[src/sv/mmeu_pkg.sv]
// Shared constants and types for the move machine execute unit.
package mmeu_pkg;

   // Field widths of one request and of the byte machine
   localparam int DATA_W = 8;
   localparam int ADDR_W = 16;
   localparam int MODE_W = 3;
   localparam int OPND_W = 16;

   // Register file shape: registers A..Z
   localparam int REG_COUNT = 26;
   localparam int REG_AW = $clog2(REG_COUNT);

   // Default data memory depth
   localparam int MEM_DEPTH_DEF = 65536;

   // Addressing modes
   localparam logic [MODE_W-1:0] MODE_IMM     = 3'd0;
   localparam logic [MODE_W-1:0] MODE_REG     = 3'd1;
   localparam logic [MODE_W-1:0] MODE_IND     = 3'd2;
   localparam logic [MODE_W-1:0] MODE_IND_IMM = 3'd3;
   localparam logic [MODE_W-1:0] MODE_IND_REG = 3'd4;
   localparam logic [MODE_W-1:0] MODE_ABS     = 3'd5;

   // Special registers in register mode
   localparam logic [OPND_W-1:0] REG_I = 16'd8;
   localparam logic [OPND_W-1:0] REG_O = 16'd14;
   localparam logic [OPND_W-1:0] REG_Z = 16'd25;

   // Register file write port
   typedef struct packed {
      logic              en;
      logic [REG_AW-1:0] addr;
      logic [DATA_W-1:0] data;
   } rf_wr_type;

endpackage

[src/sv/mmeu_reg_file.sv]
// Register file: two synchronous write-first read ports and one write port.
module mmeu_reg_file
   import mmeu_pkg::*;
(
   input  logic              clock,
   input  logic              rd_en,
   input  logic [REG_AW-1:0] rd_addr0,
   input  logic [REG_AW-1:0] rd_addr1,
   output logic [DATA_W-1:0] rd_data0,
   output logic [DATA_W-1:0] rd_data1,
   input  rf_wr_type         wr
);

   logic [DATA_W-1:0] regs [REG_COUNT];
   logic [DATA_W-1:0] rd_data0_ff;
   logic [DATA_W-1:0] rd_data1_ff;

   // Store the write
   always_ff @(posedge clock) begin
      if (wr.en) begin
         regs[wr.addr] <= wr.data;
      end
   end

   // Read both ports; a write to the same entry in this cycle passes through
   always_ff @(posedge clock) begin
      if (rd_en) begin
         if (wr.en && wr.addr == rd_addr0) begin
            rd_data0_ff <= wr.data;
         end else if (rd_addr0 < REG_AW'(REG_COUNT)) begin
            rd_data0_ff <= regs[rd_addr0];
         end else begin
            rd_data0_ff <= '0;
         end
         if (wr.en && wr.addr == rd_addr1) begin
            rd_data1_ff <= wr.data;
         end else if (rd_addr1 < REG_AW'(REG_COUNT)) begin
            rd_data1_ff <= regs[rd_addr1];
         end else begin
            rd_data1_ff <= '0;
         end
      end
   end

   assign rd_data0 = rd_data0_ff;
   assign rd_data1 = rd_data1_ff;

endmodule

[config.mk]
export PLATFORM = sky130hd
export DESIGN_NAME = mmeu_reg_file
export DESIGN_NICKNAME = d
export VERILOG_FILES = /design/src/sv/mmeu_pkg.sv /design/src/sv/mmeu_reg_file.sv
export SDC_FILE = /design/constraint.sdc
export NUM_CORES = 1
export LEC_CHECK = 0
export BUFFER_PORTS_ARGS = -buffer_cell sky130_fd_sc_hd__buf_2
export CORE_ASPECT_RATIO = 0.9
export CORE_UTILIZATION = 40
export DETAILED_ROUTE_END_ITERATION = 12
export HOLD_SLACK_MARGIN = 0.03
export PLACE_DENSITY = 0.56
export SLEW_MARGIN = 30
export SYNTH_ARGS = -nofsm -noshare
export SYNTH_HDL_FRONTEND = slang
export SYNTH_SLANG_ARGS = --single-unit
[constraint.sdc]
create_clock -name clock -period 5.47 [get_ports clock]
set_input_delay 0.2735 -clock clock [delete_from_list [all_inputs] [get_ports clock]]
set_output_delay 0.2735 -clock clock [all_outputs]
set_load 0.02 [all_outputs]
* After elaboration in Yosys (flattened, before gate mapping)
Memories as Yosys holds them, arrays and structs flattened. Index checks and enable logic that the tools add are counted.
Word-level totals: register bits after elaboration 16, bits in writable memories 208, output and inout port bits 16, memories 1
Memory list:
- regs | depth 26, width 8, rd ports 2, clocked after Yosys merged registers in 0, wr ports 1, RTL line mmeu_reg_file.sv:14 | logic [DATA_W-1:0] regs [REG_COUNT];
Cells by class: magnitude comparators 2, equal/unequal tests 2, mux-type cells 6, reductions and logical operators 2
Operators with widths (number):
- 2-to-1 mux 8 bit | 4
- == test 5 bit | 2
- less-than comparator 5 bit, second input constant | 2
- logical AND 1 bit | 2
- 2-to-1 mux 1 bit | 2

* Depth between registers and ports, before layout
depth after elaboration 3, depth in mapped cells 8, depth with buffers taken out 4

* Least setup slack after synthesis
Ideal clock, no wire load.
path type input-to-reg, start input port rd_addr1[0], end register rd_data1_ff[0], in the netlist rd_data1[0] (data pin), setup time 0.259 ns, data arrival time 1.739 ns, setup slack 3.472 ns, stages on the path 7, path buffers 3, cells stage by stage buf_4 > buf_6 > buf_2 > mux2_2 > a222oi_1 > a21oi_1 > o31a_1
On the way: longest elaborated chain between the ends 3, elaborated cells between the ends (all ways) 6
RTL lines:
- start: declaration | RTL line mmeu_reg_file.sv:8 | input logic [REG_AW-1:0] rd_addr1,
- memory read (26 x 8 bit), or another cell as far along
- 2-to-1 mux 8 bit or logical AND 1 bit (tied branches) | RTL line mmeu_reg_file.sv:37, mmeu_reg_file.sv:35
- 2-to-1 mux 8 bit (*) | RTL line mmeu_reg_file.sv:35 | if (wr.en && wr.addr == rd_addr1) begin
- end signal: assignment | RTL line mmeu_reg_file.sv:36 | rd_data1_ff <= wr.data;
- end signal: assignment | RTL line mmeu_reg_file.sv:38 | rd_data1_ff <= regs[rd_addr1];
- end: declaration | RTL line mmeu_reg_file.sv:16 | logic [DATA_W-1:0] rd_data1_ff;
Mark *: on every way between the ends. The rest lies on a longest branch, timed or not. A chain may end at the register's enable or synchronous reset.

* Final worst setup path
start input port rd_addr1[2], end register rd_data1_ff[7], in the netlist rd_data1[7] (data pin)
Same word-level chain as after synthesis.

==> impl_metrics.tcl <==
set metrics [dict create \
    outcome "finished clean" \
    wirelength_mm 30.7 \
    synth_cells 658 \
    cts_root_buffer "clkbuf_16" \
    syn_avg_cell_area_um2 16.6 \
    fin_ws_ns 3.05 \
    synth_top_cell_by_area "edfxtp_1" \
    r2r_cells 4 \
    leakage_nw 3.93 \
    ant_nets 0 \
    place.gp.congestion 0.829 \
    drtPass1Iterations 5 \
    synth_edf_count 224 \
    finalSetupViolations 0 \
    antenna_found_initial 2 \
    ys_types 55 \
    core_area_um2 27000 \
    p_per_area_nw_per_um2 318 \
    synthTopCellsByArea "edfxtp_1, mux4_2, mux2i_1" \
    drive_gt1_frac 0.285 \
    vdd_drop_max_v 0.000204 \
    min_period_over_period 0.443 \
    io_buffers 41 \
    ys_ff_latch 224 \
    holdPathStages 1 \
    syn_area_um2 10900 \
    timing.slew.headroom 0.317 \
    critPathMaxFanout 37 \
    drv_cap 0 \
    rsz0062_at_grt "false" \
    hold_buffers 0 \
    die_y_um 159 \
    num_vias 6739 \
    clk_pin_slew_ns 0.06 \
    hold_viol_final 0 \
    pin_count 42 \
    critPathLaunchType "input pin" \
    grt_max_degree 65 \
    fp.dieArea_um2 28000 \
    p_sw_w 0.000905 \
    cts.sinks 224 \
    first_global_vias 6693 \
    wl_per_cell_um 29.0 \
    clkLatencyLatePin_ns 0.54 \
    hold_class "input pin to flip-flop" \
    seq_power_share 0.499 \
    synth_ff_type "edfxtp_1" \
    start_util 0.406 \
    syn_nets 684 \
    post_cts_buffers 0 \
    hold_path_end "rd_data1[5]" \
    die_x_um 176 \
    dp_worst_setup_slack_ns 2.46 \
    cp_cell_sequence "buf_2 -> buf_4 -> mux4_2 -> a22o_1 -> a2111oi_0 -> o31ai_1" \
    clockBufferDepth 3 \
    tns_ns 0 \
    rrSetupSlack_ns 3.53 \
    clock_skew_ns 0.0162 \
    grt.total_usage 0.223 \
    crit_arrival_ns 2.70 \
    min_period_ns 2.42 \
    timing.rr.end "rd_data1[7]" \
    finalHoldWorstSlack_ns 0.190 \
    tightest_slew_ns 1.02 \
    timing.rr.start "regs[10][7]" \
    p_comb_frac 0.091 \
    viasPerCell 6.36 \
    ys_warn_count 0 \
    cpMaxStageDelayCell "buf_2" \
    tritoncts "yes" \
    nets 708 \
    grt_first_pass_wirelength_mm 45.2 \
    crit_type "input pin to flip-flop" \
    fmax_mhz 413 \
    worst_hold_startpoint "rd_en" \
    crit_required_ns 5.75 \
    p_sw_frac 0.233 \
    cpPeakStageDelay_ns 0.76 \
    cts_buffers 26 \
    syn_to_final_growth_pct 11.7 \
    first_iter_violations 834 \
    synthArstFlopShare 0 \
    rows 57 \
    cts.repair.resized 0 \
    dp_hpwl_mm 19.4 \
    yosysSeqAreaShare 0.615 \
    yosysTopAreaCellShare 0.615 \
    drc 0 \
    finalMaxSlewViolations 0 \
    p_int_w 0.00298 \
    endpoint_kind "flip-flop" \
    h-tree-depth 1 \
    pwr-share-clk 0.410 \
    grt_overflow 0 \
    fill_cells 2320 \
]
==> cell usage after synthesis, types with 8 or more instances <==
cell / n
edfxtp_1: 224
mux4_2: 62
mux2i_1: 50
nor2_1: 37
mux2_2: 24
clkbuf_1: 23
a21oi_1: 18
buf_2: 17
a22oi_1: 16
a31oi_1: 13
nor2b_1: 11
nand3_1: 10
a221o_1: 9
o22ai_1: 9
o31ai_1: 8
xor2_1: 8
==> cell families (layout without fill, tap and decap cells) <==
family / count (synthesis) / in the layout / share of synthesized area
flops: 224 / 224 / 0.615
compound gates: 115 / 115 / 0.0774
xor+xnor: 10 / 10 / 0.00801
simple gates: 112 / 112 / 0.0592
mux: 142 / 142 / 0.212
other cells: 0 / 4 / 0
buf+inv: 55 / 98 / 0.0280
==> layout by cell type (no fill, tap or decap), types with 9 or more instances in the layout <==
cell       count
nor2_1        21
nor2_2        16
buf_4          9
nor2b_1       11
a21oi_1       18
mux2_2        24
clkbuf_16     26
mux2i_1       50
a221o_1        9
edfxtp_1     224
a22oi_1       16
o22ai_1        9
mux4_2        62
a31oi_1       13
nand3_1       10
buf_2         38
==> power groups by stage <==
| stage | Combinational, W | Clock [W] | Sequential [W] |
|---|---|---|---|
| CTS | 0.000353 | 0.00162 | 0.00194 |
| global placement | 0.000343 | 0 | 0.00197 |
| global route | 0.000375 | 0.00167 | 0.00194 |
| finish | 0.000353 | 0.00159 | 0.00194 |
| floorplan | 0.000224 | 0 | 0.00198 |
| detailed placement | 0.000352 | 0 | 0.00198 |
==> how the worst max path moves through the flow <==
| stage | endpoint | cells past startpoint | slack (ns) | from |
|---|---|---|---|---|
| 5_1_grt | rd_data1[7] | 6 | 2.99 | rd_addr1[2] |
| 3_3_place_gp | rd_data1[7] | 6 | 2.57 | rd_addr1[2] |
| 4_1_cts | rd_data1[7] | 6 | 3.05 | rd_addr1[2] |
| 3_5_place_dp | rd_data1[7] | 6 | 2.46 | rd_addr1[2] |
| 2_1_floorplan | rd_data1[0] | 7 | 3.47 | rd_addr1[0] |
| 6_report | rd_data1[7] | 6 | 3.05 | rd_addr1[2] |
==> layer usage <==
layer | GRT usage | up-vias | wire, µm | share of wire
met4 | 0.0788 | 0 | 1020 | 0.033
met1 | 0.323 | 3483 | 12700 | 0.41
met3 | 0.0338 | 72 | 2700 | 0.088
met5 | 0 | - | 0 | 0
met2 | 0.340 | 369 | 14300 | 0.46
li1 | - | 2815 | - | -
==> cell type report <==
type | instances | area (µm²) | share of cell area
repair buffers | 50 | 308 | 0.0252
multi-input cells | 379 | 3950 | 0.323
well taps | 354 | 443 | 0.0363
inverters | 1 | 3.75 | 0.000307
flip-flops and latches | 224 | 6730 | 0.551
clock inverters | 13 | 97.6 | 0.00799
diodes | 4 | 10.0 | 0.000819
clock buffers | 34 | 681 | 0.0557
==> flip-flops by register name (all words and copies together) (netlist names) <==
| name | count |
|---|---|
| regs | 208 |
| rd_data0 | 8 |
| rd_data1 | 8 |
==> through the flow <==
step / std cells / util / total power (W) / area [µm²]
4_1_cts: 1055 / 0.452 / 0.00391 / 12200
5_1_grt: 1057 / 0.453 / 0.00399 / 12200
6_report: 1059 / 0.453 / 0.00389 / 12200
2_1_floorplan: 658 / - / 0.00221 / 10900
3_5_place_dp: 1008 / 0.424 / 0.00233 / 11400
3_3_place_gp: 1007 / 0.421 / 0.00232 / 11400
==> critical path, delay by kind of cell <==
kind / cells / cell delay [ns]
compound gates: 3 / 0.80
buf+inv: 2 / 1.22
mux: 1 / 0.38
(Power assumes the default switching activity.)
